**src/hw/rtl/btve_pkg.sv**
```systemverilog
// ============================================================================
// BACnet tagged value encoder package
// Shared types and constants: value kinds, result status codes, the job
// record that the front end hands to the back end, and encoding constants.
// ============================================================================
package btve_pkg;

  // Value kinds, in the order of the action code.
  typedef enum logic [3:0] {
    ACT_NULL         = 4'd0,
    ACT_BOOL         = 4'd1,
    ACT_UNSIGNED     = 4'd2,
    ACT_ENUM         = 4'd3,
    ACT_SIGNED       = 4'd4,
    ACT_REAL         = 4'd5,
    ACT_DOUBLE       = 4'd6,
    ACT_DATE         = 4'd7,
    ACT_TIME         = 4'd8,
    ACT_OID          = 4'd9,
    ACT_CTX_UNSIGNED = 4'd10,
    ACT_CTX_ENUM     = 4'd11,
    ACT_CTX_SIGNED   = 4'd12,
    ACT_CTX_BOOL     = 4'd13,
    ACT_OPEN         = 4'd14,
    ACT_CLOSE        = 4'd15
  } action_e;

  typedef enum logic [1:0] {
    ST_OK      = 2'd0,
    ST_INVALID = 2'd1,
    ST_NO_ROOM = 2'd2
  } status_e;

  localparam int unsigned MaxOctets  = 10;
  localparam int unsigned OctetsW    = 8 * MaxOctets;
  localparam int unsigned LenW       = 4;
  localparam int unsigned QueueDepth = 2;
  localparam int unsigned QPtrW      = 1;
  localparam int unsigned QCountW    = 2;

  // Application tag numbers.
  localparam logic [7:0] TAG_NULL     = 8'd0;
  localparam logic [7:0] TAG_BOOL     = 8'd1;
  localparam logic [7:0] TAG_UNSIGNED = 8'd2;
  localparam logic [7:0] TAG_SIGNED   = 8'd3;
  localparam logic [7:0] TAG_REAL     = 8'd4;
  localparam logic [7:0] TAG_DOUBLE   = 8'd5;
  localparam logic [7:0] TAG_ENUM     = 8'd9;
  localparam logic [7:0] TAG_DATE     = 8'd10;
  localparam logic [7:0] TAG_TIME     = 8'd11;
  localparam logic [7:0] TAG_OID      = 8'd12;

  localparam logic [7:0] TAG_EXT_MIN  = 8'd15;
  localparam logic [7:0] TAG_RESERVED = 8'd255;
  localparam logic [3:0] TAG_EXT_NIB  = 4'hF;

  localparam logic [2:0] LVT_EXT_LEN  = 3'd5;
  localparam logic [2:0] LVT_OPEN     = 3'd6;
  localparam logic [2:0] LVT_CLOSE    = 3'd7;

  localparam logic [30:0] REAL_INF_MAG   = 31'h7F80_0000;
  localparam logic [62:0] DOUBLE_INF_MAG = 63'h7FF0_0000_0000_0000;
  localparam logic [63:0] OID_INST_MAX   = 64'h0000_0000_003F_FFFF;
  localparam logic [15:0] OID_TYPE_MAX   = 16'd1023;
  localparam logic [15:0] YEAR_BASE      = 16'd1900;
  localparam logic [15:0] YEAR_MAX       = 16'd2154;
  localparam logic [15:0] YEAR_UNSPEC    = 16'hFFFF;
  localparam logic [7:0]  FIELD_UNSPEC   = 8'hFF;

  // One encoded item: octets left-aligned, first octet in the top byte.
  typedef struct packed {
    logic [OctetsW-1:0] octets;
    logic [LenW-1:0]    len;
    status_e            status;
  } job_t;

endpackage

```
**src/hw/rtl/btve_front.sv**
```systemverilog
// ============================================================================
// BACnet tagged value encoder front end
// Accepts one value item, checks it and builds the complete octet string
// (header, extended tag or length octet, minimal content) as one job record.
// ============================================================================
module btve_front (
  input  logic              in_valid_i,
  output logic              in_stall_o,
  input  logic [3:0]        action_i,
  input  logic [7:0]        tag_number_i,
  input  logic [63:0]       value_i,
  input  logic [15:0]       year_or_type_i,
  input  logic [7:0]        hour_i,
  input  logic [7:0]        month_or_minute_i,
  input  logic [7:0]        day_or_second_i,
  input  logic [7:0]        weekday_or_hundredths_i,
  input  logic [7:0]        room_i,
  input  logic              q_full_i,
  output logic              push_o,
  output btve_pkg::job_t    job_o
);

  function automatic logic in_or_unspec(input logic [7:0] x, input logic [7:0] lo,
                                        input logic [7:0] hi);
    return ((x >= lo) && (x <= hi)) || (x == btve_pkg::FIELD_UNSPEC);
  endfunction

  btve_pkg::action_e act;
  logic [31:0] v32;
  logic [31:0] int_v;
  logic        int_sgn;
  logic [31:0] int_mag;
  logic [2:0]  int_len;
  logic        year_ok;
  logic [7:0]  year_code;
  logic [15:0] year_off;
  logic [7:0]  tag;
  logic        ctx;
  logic [2:0]  lvt;
  logic [3:0]  clen;
  logic [63:0] cval;
  logic        bad_value;
  logic        ext_tag;
  logic        ext_len;
  logic [1:0]  hl;
  logic [7:0]  h0;
  logic [23:0] hdr;
  logic [63:0] content;
  logic [btve_pkg::OctetsW-1:0] body;
  logic [3:0]  total;
  btve_pkg::status_e status;

  assign in_stall_o = q_full_i;
  assign push_o     = in_valid_i & ~q_full_i;

  assign act = btve_pkg::action_e'(action_i);
  assign v32 = value_i[31:0];

  // Integer operand and its minimal content length.
  always_comb begin
    int_v   = (act == btve_pkg::ACT_CTX_BOOL) ? {31'd0, value_i[0]} : v32;
    int_sgn = (act == btve_pkg::ACT_SIGNED) || (act == btve_pkg::ACT_CTX_SIGNED);
    int_mag = (int_sgn && int_v[31]) ? ~int_v : int_v;
    if (int_sgn) begin
      if (|int_mag[31:23])      int_len = 3'd4;
      else if (|int_mag[22:15]) int_len = 3'd3;
      else if (|int_mag[14:7])  int_len = 3'd2;
      else                      int_len = 3'd1;
    end else begin
      if (|int_mag[31:24])      int_len = 3'd4;
      else if (|int_mag[23:16]) int_len = 3'd3;
      else if (|int_mag[15:8])  int_len = 3'd2;
      else                      int_len = 3'd1;
    end
  end

  // Date year becomes an offset from 1900, or 255 when unspecified.
  always_comb begin
    year_off = year_or_type_i - btve_pkg::YEAR_BASE;
    year_ok  = 1'b1;
    if (year_or_type_i == btve_pkg::YEAR_UNSPEC) begin
      year_code = 8'hFF;
    end else begin
      year_code = year_off[7:0];
      year_ok   = (year_or_type_i >= btve_pkg::YEAR_BASE) &&
                  (year_or_type_i <= btve_pkg::YEAR_MAX);
    end
  end

  always_comb begin
    tag       = btve_pkg::TAG_NULL;
    ctx       = 1'b0;
    lvt       = 3'd0;
    clen      = 4'd0;
    cval      = 64'd0;
    bad_value = 1'b0;
    case (act)
      btve_pkg::ACT_NULL: begin
        tag = btve_pkg::TAG_NULL;
      end
      btve_pkg::ACT_BOOL: begin
        tag = btve_pkg::TAG_BOOL;
        lvt = {2'b00, value_i[0]};
      end
      btve_pkg::ACT_UNSIGNED, btve_pkg::ACT_ENUM, btve_pkg::ACT_SIGNED: begin
        if (act == btve_pkg::ACT_UNSIGNED)  tag = btve_pkg::TAG_UNSIGNED;
        else if (act == btve_pkg::ACT_ENUM) tag = btve_pkg::TAG_ENUM;
        else                                tag = btve_pkg::TAG_SIGNED;
        lvt  = int_len;
        clen = {1'b0, int_len};
        cval = {32'd0, int_v};
      end
      btve_pkg::ACT_REAL: begin
        tag       = btve_pkg::TAG_REAL;
        lvt       = 3'd4;
        clen      = 4'd4;
        cval      = {32'd0, v32};
        bad_value = v32[30:0] > btve_pkg::REAL_INF_MAG;
      end
      btve_pkg::ACT_DOUBLE: begin
        tag       = btve_pkg::TAG_DOUBLE;
        lvt       = btve_pkg::LVT_EXT_LEN;
        clen      = 4'd8;
        cval      = value_i;
        bad_value = value_i[62:0] > btve_pkg::DOUBLE_INF_MAG;
      end
      btve_pkg::ACT_DATE: begin
        tag       = btve_pkg::TAG_DATE;
        lvt       = 3'd4;
        clen      = 4'd4;
        cval      = {32'd0, year_code, month_or_minute_i, day_or_second_i,
                     weekday_or_hundredths_i};
        bad_value = !year_ok ||
                    !in_or_unspec(month_or_minute_i, 8'd1, 8'd14) ||
                    !in_or_unspec(day_or_second_i, 8'd1, 8'd34) ||
                    !in_or_unspec(weekday_or_hundredths_i, 8'd1, 8'd7);
      end
      btve_pkg::ACT_TIME: begin
        tag       = btve_pkg::TAG_TIME;
        lvt       = 3'd4;
        clen      = 4'd4;
        cval      = {32'd0, hour_i, month_or_minute_i, day_or_second_i,
                     weekday_or_hundredths_i};
        bad_value = !in_or_unspec(hour_i, 8'd0, 8'd23) ||
                    !in_or_unspec(month_or_minute_i, 8'd0, 8'd59) ||
                    !in_or_unspec(day_or_second_i, 8'd0, 8'd59) ||
                    !in_or_unspec(weekday_or_hundredths_i, 8'd0, 8'd99);
      end
      btve_pkg::ACT_OID: begin
        tag       = btve_pkg::TAG_OID;
        lvt       = 3'd4;
        clen      = 4'd4;
        cval      = {32'd0, year_or_type_i[9:0], value_i[21:0]};
        bad_value = (year_or_type_i > btve_pkg::OID_TYPE_MAX) ||
                    (value_i > btve_pkg::OID_INST_MAX);
      end
      btve_pkg::ACT_CTX_UNSIGNED, btve_pkg::ACT_CTX_ENUM,
      btve_pkg::ACT_CTX_SIGNED, btve_pkg::ACT_CTX_BOOL: begin
        tag  = tag_number_i;
        ctx  = 1'b1;
        lvt  = int_len;
        clen = {1'b0, int_len};
        cval = {32'd0, int_v};
      end
      btve_pkg::ACT_OPEN: begin
        tag = tag_number_i;
        ctx = 1'b1;
        lvt = btve_pkg::LVT_OPEN;
      end
      btve_pkg::ACT_CLOSE: begin
        tag = tag_number_i;
        ctx = 1'b1;
        lvt = btve_pkg::LVT_CLOSE;
      end
      default: begin
        tag = btve_pkg::TAG_NULL;
      end
    endcase
  end

  // Header octets sit left-aligned in hdr; the content follows right after them.
  always_comb begin
    ext_tag = tag >= btve_pkg::TAG_EXT_MIN;
    ext_len = clen >= 4'd5;
    hl      = 2'd1 + {1'b0, ext_tag} + {1'b0, ext_len};
    h0      = {(ext_tag ? btve_pkg::TAG_EXT_NIB : tag[3:0]), ctx, lvt};
    if (ext_tag)      hdr = {h0, tag, 8'h00};
    else if (ext_len) hdr = {h0, 4'h0, clen, 8'h00};
    else              hdr = {h0, 16'h0000};
    content = cval << {(4'd8 - clen), 3'b000};
    body    = {content, 16'h0000} >> {hl, 3'b000};
    total   = {2'b00, hl} + clen;

    if (bad_value || (tag == btve_pkg::TAG_RESERVED)) status = btve_pkg::ST_INVALID;
    else if (room_i < {4'd0, total})                  status = btve_pkg::ST_NO_ROOM;
    else                                              status = btve_pkg::ST_OK;

    job_o.status = status;
    if (status == btve_pkg::ST_OK) begin
      job_o.octets = {hdr, 56'd0} | body;
      job_o.len    = total;
    end else begin
      job_o.octets = '0;
      job_o.len    = 4'd1;
    end
  end

endmodule

```
**src/hw/rtl/btve_queue.sv**
```systemverilog
// ============================================================================
// BACnet tagged value encoder job queue
// Two-entry queue of encoded jobs between the front end and the serializer.
// ============================================================================
module btve_queue (
  input  logic           clk_i,
  input  logic           rst_ni,
  input  logic           push_i,
  input  btve_pkg::job_t job_i,
  input  logic           pop_i,
  output logic           valid_o,
  output logic           full_o,
  output btve_pkg::job_t job_o
);

  btve_pkg::job_t entries_q [btve_pkg::QueueDepth];
  logic [btve_pkg::QPtrW-1:0]   wr_ptr_q, wr_ptr_d;
  logic [btve_pkg::QPtrW-1:0]   rd_ptr_q, rd_ptr_d;
  logic [btve_pkg::QCountW-1:0] count_q, count_d;
  logic do_push, do_pop;

  assign valid_o = count_q != '0;
  assign full_o  = count_q == btve_pkg::QCountW'(btve_pkg::QueueDepth);
  assign job_o   = entries_q[rd_ptr_q];

  assign do_push = push_i & ~full_o;
  assign do_pop  = pop_i & valid_o;

  always_comb begin
    wr_ptr_d = do_push ? wr_ptr_q + 1'b1 : wr_ptr_q;
    rd_ptr_d = do_pop  ? rd_ptr_q + 1'b1 : rd_ptr_q;
    count_d  = count_q;
    if (do_push && !do_pop)      count_d = count_q + 1'b1;
    else if (!do_push && do_pop) count_d = count_q - 1'b1;
  end

  always_ff @(posedge clk_i or negedge rst_ni) begin
    if (!rst_ni) begin
      wr_ptr_q <= '0;
      rd_ptr_q <= '0;
      count_q  <= '0;
    end else begin
      wr_ptr_q <= wr_ptr_d;
      rd_ptr_q <= rd_ptr_d;
      count_q  <= count_d;
    end
  end

  always_ff @(posedge clk_i) begin
    if (do_push) begin
      entries_q[wr_ptr_q] <= job_i;
    end
  end

endmodule

```
**src/hw/rtl/btve_back.sv**
```systemverilog
// ============================================================================
// BACnet tagged value encoder back end
// Serializes one job at a time into octet results through an output register,
// taking the next job from the queue when idle or in the cycle the last octet leaves.
// ============================================================================
module btve_back (
  input  logic           clk_i,
  input  logic           rst_ni,
  input  logic           q_valid_i,
  input  btve_pkg::job_t q_job_i,
  output logic           pop_o,
  output logic           busy_o,
  output logic           out_valid_o,
  input  logic           out_stall_i,
  output logic [7:0]     out_byte_o,
  output logic           last_o,
  output logic [1:0]     status_o
);

  logic                          busy_q, busy_d;
  logic [btve_pkg::LenW-1:0]     rem_q, rem_d;
  logic [btve_pkg::OctetsW-1:0]  vec_q, vec_d;
  btve_pkg::status_e             stat_q, stat_d;
  logic                          ovalid_q, ovalid_d;
  logic [7:0]                    obyte_q, obyte_d;
  logic                          olast_q, olast_d;
  btve_pkg::status_e             ostat_q, ostat_d;
  logic advance, finishing, load;

  assign advance   = !ovalid_q || !out_stall_i;
  assign finishing = advance && busy_q && (rem_q == btve_pkg::LenW'(1));
  assign load      = q_valid_i && (!busy_q || finishing);
  assign pop_o     = load;
  assign busy_o    = busy_q;

  assign out_valid_o = ovalid_q;
  assign out_byte_o  = obyte_q;
  assign last_o      = olast_q;
  assign status_o    = ostat_q;

  always_comb begin
    busy_d   = busy_q;
    rem_d    = rem_q;
    vec_d    = vec_q;
    stat_d   = stat_q;
    ovalid_d = ovalid_q;
    obyte_d  = obyte_q;
    olast_d  = olast_q;
    ostat_d  = ostat_q;
    if (advance) begin
      ovalid_d = busy_q;
      if (busy_q) begin
        obyte_d = vec_q[btve_pkg::OctetsW-1 -: 8];
        olast_d = rem_q == btve_pkg::LenW'(1);
        ostat_d = stat_q;
        vec_d   = vec_q << 8;
        rem_d   = rem_q - 1'b1;
        if (rem_q == btve_pkg::LenW'(1)) begin
          busy_d = 1'b0;
        end
      end
    end
    // A new job overrides the finished one in the same cycle.
    if (load) begin
      busy_d = 1'b1;
      vec_d  = q_job_i.octets;
      rem_d  = q_job_i.len;
      stat_d = q_job_i.status;
    end
  end

  always_ff @(posedge clk_i or negedge rst_ni) begin
    if (!rst_ni) begin
      busy_q   <= 1'b0;
      rem_q    <= '0;
      ovalid_q <= 1'b0;
    end else begin
      busy_q   <= busy_d;
      rem_q    <= rem_d;
      ovalid_q <= ovalid_d;
    end
  end

  always_ff @(posedge clk_i) begin
    vec_q   <= vec_d;
    stat_q  <= stat_d;
    obyte_q <= obyte_d;
    olast_q <= olast_d;
    ostat_q <= ostat_d;
  end

endmodule

```
**src/hw/rtl/bacnet_tagged_value_encoder_core.sv**
```systemverilog
// ============================================================================
// BACnet tagged value encoder core
// Encodes one typed value per item into its BACnet tagged octet string and
// emits it one octet per result, marking the final octet with last.
// ============================================================================
//
//  Channel | Handshake                  | Payload
//  --------+----------------------------+-----------------------------------
//  in      | in_valid_i / in_stall_o    | action, tag, value, date/time, room
//  out     | out_valid_o / out_stall_i  | out_byte, last, status
//
// The serializer sends one octet per cycle while the output is not stalled; an item
// has 1 to 10 result octets, and a status result is a single octet.
// The first octet of an item passes the queue, the job register and the output register.
// The front end encodes in the accept cycle and parks the job in a two-entry
// queue, so input is taken while output is stalled until the queue is full.
// Reset clears the queue and the serializer; nothing else holds state.
//
module bacnet_tagged_value_encoder_core (
  input  logic        clk_i,
  input  logic        rst_ni,
  input  logic        in_valid_i,
  output logic        in_stall_o,
  input  logic [3:0]  action_i,
  input  logic [7:0]  tag_number_i,
  input  logic [63:0] value_i,
  input  logic [15:0] year_or_type_i,
  input  logic [7:0]  hour_i,
  input  logic [7:0]  month_or_minute_i,
  input  logic [7:0]  day_or_second_i,
  input  logic [7:0]  weekday_or_hundredths_i,
  input  logic [7:0]  room_i,
  output logic        out_valid_o,
  input  logic        out_stall_i,
  output logic [7:0]  out_byte_o,
  output logic        last_o,
  output logic [1:0]  status_o
);

  btve_pkg::job_t front_job, q_job;
  logic push, q_full, q_valid, pop, back_busy;

  btve_front u_front (
    .in_valid_i              (in_valid_i),
    .in_stall_o              (in_stall_o),
    .action_i                (action_i),
    .tag_number_i            (tag_number_i),
    .value_i                 (value_i),
    .year_or_type_i          (year_or_type_i),
    .hour_i                  (hour_i),
    .month_or_minute_i       (month_or_minute_i),
    .day_or_second_i         (day_or_second_i),
    .weekday_or_hundredths_i (weekday_or_hundredths_i),
    .room_i                  (room_i),
    .q_full_i                (q_full),
    .push_o                  (push),
    .job_o                   (front_job)
  );

  btve_queue u_queue (
    .clk_i   (clk_i),
    .rst_ni  (rst_ni),
    .push_i  (push),
    .job_i   (front_job),
    .pop_i   (pop),
    .valid_o (q_valid),
    .full_o  (q_full),
    .job_o   (q_job)
  );

  btve_back u_back (
    .clk_i       (clk_i),
    .rst_ni      (rst_ni),
    .q_valid_i   (q_valid),
    .q_job_i     (q_job),
    .pop_o       (pop),
    .busy_o      (back_busy),
    .out_valid_o (out_valid_o),
    .out_stall_i (out_stall_i),
    .out_byte_o  (out_byte_o),
    .last_o      (last_o),
    .status_o    (status_o)
  );

  // An error result is a single result with a zero octet that closes its item.
  a_error_is_last: assert property (@(posedge clk_i) disable iff (!rst_ni)
    (out_valid_o && (status_o != btve_pkg::ST_OK)) |-> (last_o && (out_byte_o == 8'h00)))
    else $error("error result without last or with nonzero octet");

  // An accepted item is in the queue or already taken by the serializer.
  a_accept_queued: assert property (@(posedge clk_i) disable iff (!rst_ni)
    (in_valid_i && !in_stall_o) |=> (q_valid || back_busy))
    else $error("accepted item lost before the serializer");

  // With nothing queued or in flight, no result can appear.
  a_no_phantom: assert property (@(posedge clk_i) disable iff (!rst_ni)
    (!q_valid && !back_busy && !out_valid_o && !(in_valid_i && !in_stall_o))
      |=> !out_valid_o)
    else $error("result produced with no item in flight");

endmodule

```
**config.mk**
```make
export PLATFORM = sky130hd
export DESIGN_NAME = bacnet_tagged_value_encoder_core
export DESIGN_NICKNAME = d
export VERILOG_FILES = /design/src/hw/rtl/btve_pkg.sv /design/src/hw/rtl/btve_front.sv /design/src/hw/rtl/btve_queue.sv /design/src/hw/rtl/btve_back.sv /design/src/hw/rtl/bacnet_tagged_value_encoder_core.sv
export SDC_FILE = /design/constraint.sdc
export NUM_CORES = 1
export LEC_CHECK = 0
export BUFFER_PORTS_ARGS = -buffer_cell sky130_fd_sc_hd__buf_2
export CAP_MARGIN = 20
export CORE_UTILIZATION = 40
export CTS_BUF_LIST = sky130_fd_sc_hd__clkbuf_4 sky130_fd_sc_hd__clkbuf_8
export CTS_CLUSTER_DIAMETER = 80
export DETAILED_ROUTE_END_ITERATION = 7
export PLACE_DENSITY = 0.58
export RECOVER_POWER = 100
export SYNTH_ARGS = -nofsm -noshare
export SYNTH_HDL_FRONTEND = slang
export SYNTH_SLANG_ARGS = --single-unit
```
**constraint.sdc**
```tcl
create_clock -name clk_i -period 7.1 [get_ports clk_i]
set_clock_uncertainty 0.2 [all_clocks]
set_input_delay 1.775 -clock clk_i [delete_from_list [all_inputs] [get_ports clk_i]]
set_output_delay 1.775 -clock clk_i [all_outputs]
set_load 0.005 [all_outputs]
```
# Yosys cells after proc, flatten, opt, wreduce, memory -nomap -nowiden
# Memories as Yosys holds them, arrays and structs flattened.
# Cells that the tools add are included.
[totals]
ramBits = 172
n_memories = 1
inputBits = 136
ff_bits = 103
[mem_list]
columns = ["name", "words", "word_bits", "rd", "rd_clocked_by_memory_dff", "write_ports", "line_no", "text"]
rows = [
  ["u_queue.entries_q", 2, 86, 1, 0, 1, "btve_queue.sv:16", "btve_pkg::job_t entries_q [btve_pkg::QueueDepth];"],
]
[classes]
bitwise = 6
shifts = 2
n_eq_ne = 23
muxes = 39
n_lt_le_gt_ge = 23
n_addsub = 10
reduce_logical = 63
[op_table]
columns = ["cell", "n"]
rows = [
  ["64-bit case mux with 6 select lines", 1],
  ["80-bit two-way mux", 3],
  ["84-bit two-way mux", 1],
  ["80-bit bitwise OR", 1],
  ["80-bit by 5-bit >> shifter with 80-bit output", 1],
  ["8-bit case mux with 9 select lines", 1],
  ["64-bit by 22-bit > comparator with 1-bit output, second input constant", 1],
  ["32-bit two-way mux", 2],
  ["64-bit by 7-bit << shifter with 64-bit output", 1],
  ["63-bit > comparator, second input constant", 1],
  ["8-bit by 1-bit >= comparator with 1-bit output, second input constant", 7],
  ["8-bit equality test, second input constant", 5],
  ["8-bit OR reduction", 5],
  ["4-bit equality test, second input constant", 8],
  ["32-bit NOT", 1],
  ["31-bit > comparator, second input constant", 1],
  ["8-bit by 6-bit <= comparator with 1-bit output, second input constant", 3],
  ["4-bit two-way mux", 5],
  ["1-bit logical OR", 18],
  ["3-bit case mux with 6 select lines", 1],
  ["16-bit equality test, second input constant", 1],
  ["4-bit by 3-bit equality test with 1-bit output, second input constant", 4],
  ["16-bit by 11-bit >= comparator with 1-bit output, second input constant", 1],
  ["16-bit by 10-bit > comparator with 1-bit output, second input constant", 1],
  ["other kinds (41)", 92],
]

# Depth between registers and ports, before layout
[logic_depth]
ltp_word = 18
mapped_depth = 29

# Cells and area by module
# Synthesis repeated with hierarchy kept, for this count alone.
[unflattened]
cells_unflattened = 1543
hier_area_um2 = 16415.7
[modules_own_cells]
columns = ["mod", "instances", "seq_area_each_um2", "area_per_inst_um2", "cells_each"]
rows = [
  ["btve_queue", 1, 5265.0, 6525.0, 287],
  ["btve_front", 1, 0.0, 5661.7, 874],
  ["btve_back", 1, 2942.8, 4229.1, 382],
]

# Worst setup path after synthesis
# Ideal clock, no wire load.
[synth_timing]
path_kind = "input to register"
start = "input port out_stall_i"
end = "register u_back.rem_q[2] (netlist name)"
stages = 3
setup_slack_ps = -551
arrival_ps = 7311
path_cell_list = "a31oi_1 o21ai_0 a22o_1"
[synth_via]
elab_chain_len = 8
elab_cells_between_ends = 10
cone_classes = "mux: 1; reduce/logical: 9"
[synth_rtl]
columns = ["item", "line_no", "text"]
rows = [
  ["start: declaration", "bacnet_tagged_value_encoder_core.sv:34", "input logic out_stall_i,"],
  ["1-bit zero test (*)", "btve_back.sv:30", "assign advance = !ovalid_q || !out_stall_i;"],
  ["1-bit logical OR (*)", "btve_back.sv:30", ""],
  ["1-bit logical AND (2 in series)", "btve_back.sv:31", "assign finishing = advance && busy_q && (rem_q == btve_pkg::LenW'(1));"],
  ["1-bit logical OR", "btve_back.sv:32", "assign load = q_valid_i && (!busy_q || finishing);"],
  ["1-bit logical AND", "btve_back.sv:32", ""],
  ["2-bit nonzero test (no source line)", "-", ""],
  ["2-bit AND reduction (no source line)", "-", ""],
  ["end signal: assignment", "btve_back.sv:79", "rem_q <= rem_d;"],
  ["end: declaration", "btve_back.sv:21", "logic [btve_pkg::LenW-1:0] rem_q, rem_d;"],
]
# Mark *: on every way between the ends. The rest lies on a longest branch, timed or not.
# A chain may end at the register's enable or synchronous reset.

==> impl_metrics.env <==
export IMPL_status="complete, but fails checks"
export IMPL_violations="max-capacitance violations, max-slew violations"
export IMPL_hp_class="register to register"
export IMPL_syn_to_final_growth_pct=16.52
export IMPL_yosys_cell_types_count=101
export IMPL_root_buffer="clkbuf_8"
export IMPL_grt_use_total_pct=27.28
export IMPL_fillCellCount=3687
export IMPL_hold_depth=0
export IMPL_via_count=13710
export IMPL_pwr_share_seq_pct=46.6
export IMPL_die_w_um=201.6
export IMPL_reg2reg_slack_ns=1.26
export IMPL_clkTransAtPathRegs_ns=0.06
export IMPL_dp_cells=2171
export IMPL_synth_area_leaders="edfxtp_1, mux2i_1, a21oi_1"
export IMPL_multi_input_area_mm2=0.007221
export IMPL_post_route_drc_count=0
export IMPL_regArea_mm2=0.008208
export IMPL_clock_sinks=275
export IMPL_cts_hold_buf=0
export IMPL_dp_hpwl_mm=42.32
export IMPL_synth_most_common_cell="edfxtp_1"
export IMPL_reg2reg_to="u_back.vec_q[15]"
export IMPL_slew_headroom_pct=-180.5
export IMPL_synth_edf_count=265
export IMPL_rows=72
export IMPL_final_cells=2254
export IMPL_synth_adder_area_share_pct=1.146
export IMPL_synth_top_cell_by_area="edfxtp_1"
export IMPL_p_int_mw=3.573
export IMPL_cts_tree="built"
export IMPL_ys_flop_type="edfxtp_1"
export IMPL_core_area_mm2=0.03901
export IMPL_r2r_start="u_queue.rd_ptr_q"
export IMPL_clockBufferDepth=3
export IMPL_portBuffers=148
export IMPL_p_clk_share_pct=23.5
export IMPL_synth_warnings=0
export IMPL_setup_violations_final=0
export IMPL_avgSynthCellArea_um2=10.66
export IMPL_critical_path_arrival_ns=6.80
export IMPL_grt_overflow_total=0
export IMPL_nNetsFinal=1848
export IMPL_synthMuxAreaShare_pct=8.477
export IMPL_vias_per_cell=6.083
export IMPL_grt_pass1_vias=13261
export IMPL_finalHoldViolCount=0
export IMPL_synth_top_family_by_area="compound AO/OA/AOI/OAI gates"
export IMPL_grt_max_degree=69
export IMPL_drt_first_iter_violations=1248
export IMPL_p_sw_mw=1.766
export IMPL_rsz0062_at_grt="false"
export IMPL_cts_resized=0
export IMPL_slew_viol_final=352
export IMPL_post_cts_buffers=0
export IMPL_seq_area_frac_synth_pct=51.49
export IMPL_synth_compound_area_share_pct=19.97
export IMPL_r2r_cells=3
export IMPL_finalCriticalPeriod_ns=6.702
export IMPL_period_share_pct=94.40
export IMPL_worst_pin_slew_ns=4.207
export IMPL_post_synth_xor_area_fraction_pct=0.6593
export IMPL_powerDensity_mw_per_mm2=287.4
export IMPL_path_class="input pin to register"
export IMPL_critical_path_max_fanout=6
export IMPL_syn_area_mm2=0.01594
export IMPL_ant_nets=0
export IMPL_clock_latency_ns=0.56
export IMPL_min_from="u_back.vec_q[72]"
export IMPL_finish_instance_area_mm2=0.01858
export IMPL_end_kind="register"
export IMPL_globalplace_congestion=0.9671
export IMPL_cp_required_ns=7.20
export IMPL_switching_share_pct=33.07
export IMPL_peakVddDrop_mv=0.1479
export IMPL_syn_nets=1646
export IMPL_htree_levels=2
export IMPL_pwr_share_comb_pct=29.8
export IMPL_power_leakage_nw=6.843
export IMPL_grt_pass1_wl_mm=83.84
export IMPL_firstDrtPassIters=6
export IMPL_antenna_found_initial=3
export IMPL_routed_wl_mm=56.37
export IMPL_fmax_mhz=149.2
export IMPL_async_flop_share_pct=3.636
export IMPL_wl_per_cell_um=25.01
export IMPL_ys_ff_latch=275
export IMPL_place_area_mm2=0.01788
export IMPL_synth_commonest_cells="edfxtp_1, nor2_1, a21oi_1"
export IMPL_numCtsBuffers=43
export IMPL_die_h_um=201.6
export IMPL_cp_start_kind="input pin"
export IMPL_holdPathEnd="u_back.out_byte_o[0]"
export IMPL_yosys_area_top_type_share_pct=49.92
export IMPL_io_pins=149
export IMPL_postSynthCellCount=1496
export IMPL_drive_gt1_share_pct=20.90
export IMPL_synth_simple_area_share_pct=14.63
export IMPL_start_util_pct=40.87
export IMPL_drv_cap=7
export IMPL_die_area_mm2=0.04066
[cell families after synthesis]
kind of cell	Yosys count
mux	132
simple gates	455
xor+xnor	12
buf+inv	138
compound gates	470
flops	275
fa+ha+maj	14
[power by group through the flow]
stage	clock (mW)	sequential (mW)	combinational [mW]
after global routing	1.35	2.53	1.73
final	1.26	2.49	1.59
after CTS	1.29	2.48	1.56
after floorplan	0	2.43	1.04
after detailed placement	0	2.51	1.55
after global placement	0	2.49	1.54
[sequential cells by signal, summed over array words and instances (netlist names)]
| register | flops |
|---|---|
| u_queue.entries_q | 172 |
| u_back.vec_q | 80 |
| u_back.out_byte_o | 8 |
| u_back.rem_q | 4 |
| u_back.stat_q | 2 |
| u_back.status_o | 2 |
| u_queue.count_q | 2 |
| u_back.busy_o | 1 |
| u_back.last_o | 1 |
| u_back.out_valid_o | 1 |
| u_queue.rd_ptr_q | 1 |
| u_queue.wr_ptr_q | 1 |
[layout by cell type, fill, tap and decap left out, drive strengths merged, types with 15 or more instances in the layout]
cell	n
clkbuf	98
nor2	168
o21ai	75
nand3b	15
nand3	30
edfxtp	265
nor4	21
nor3	31
buf	229
mux2i	117
o22ai	27
a221oi	26
inv	23
clkinv	19
a22oi	19
nand2	72
a21oi	153
o2bb2ai	17
nand4	27
[critical path, stage by stage]
cell and delay, ns:
buf_2 0.11, nand2_1 0.07, nor3_1 0.26, buf_4 0.17, a21boi_0 0.24, o31ai_1 0.09
and3_1 0.16, o31ai_1 0.38, buf_4 0.19, ha_1 0.13, inv_1 0.04, a21oi_2 0.13
nor2_1 0.06, ha_2 0.32, inv_1 0.05, ha_1 0.20, fa_1 0.38, xor2_1 0.23
ha_1 0.26, o21ai_0 0.22, o21ai_2 0.10, nand2_1 0.18, clkbuf_1 0.24, nor2_1 0.08
nand2_1 0.06, clkbuf_1 0.25, o22ai_1 0.21, clkbuf_4 0.18
[routing by layer]
metal / GRT usage [%] / vias to the layer above / wire length [um]
met5: 0 / - / 11
met4: 12.18 / 2 / 2498
met3: 3.839 / 129 / 3356
met2: 44.31 / 539 / 26480
met1: 36.19 / 6741 / 24020
li1: - / 6299 / -
[metrics by stage]
stage | utilization [%] | hold slack (ns) | setup WS, ns | power, mW | setup TNS (ns)
global route | 47.59 | 0.2268 | 0.1032 | 5.608 | 0
CTS | 47.93 | 0.2189 | 0.5165 | 5.325 | 0
finish | 47.62 | 0.2164 | 0.3977 | 5.339 | 0
global placement | 45.85 | 0.2048 | 0.01503 | 4.036 | 0
detailed placement | 45.85 | 0.2045 | -0.05607 | 4.056 | -0.5785
floorplan | - | 0.2003 | 0.01575 | 3.473 | 0
[worst max-delay path by stage]
| stage | start | to | cells past startpoint |
|---|---|---|---|
| global placement | value_i[13] | u_queue.entries_q[0][20] | 25 |
| finish | value_i[9] | u_queue.entries_q[1][39] | 28 |
| CTS | value_i[9] | u_queue.entries_q[1][18] | 25 |
| global route | value_i[9] | u_queue.entries_q[0][59] | 27 |
| detailed placement | value_i[9] | u_queue.entries_q[1][20] | 25 |
| floorplan | action_i[0] | u_queue.entries_q[0][14] | 28 |
[area by class of cell]
cell class	instances	share of cell area, %
Inverter	24	0.4917
Antenna cell	4	0.05389
Sequential cell	275	44.19
Timing Repair Buffer	271	8.528
Multi-Input combinational cell	1083	38.87
Tap cell	518	3.489
Clock inverter	23	0.6332
Clock buffer	56	3.745
Power figures use the tool's default switching activity.
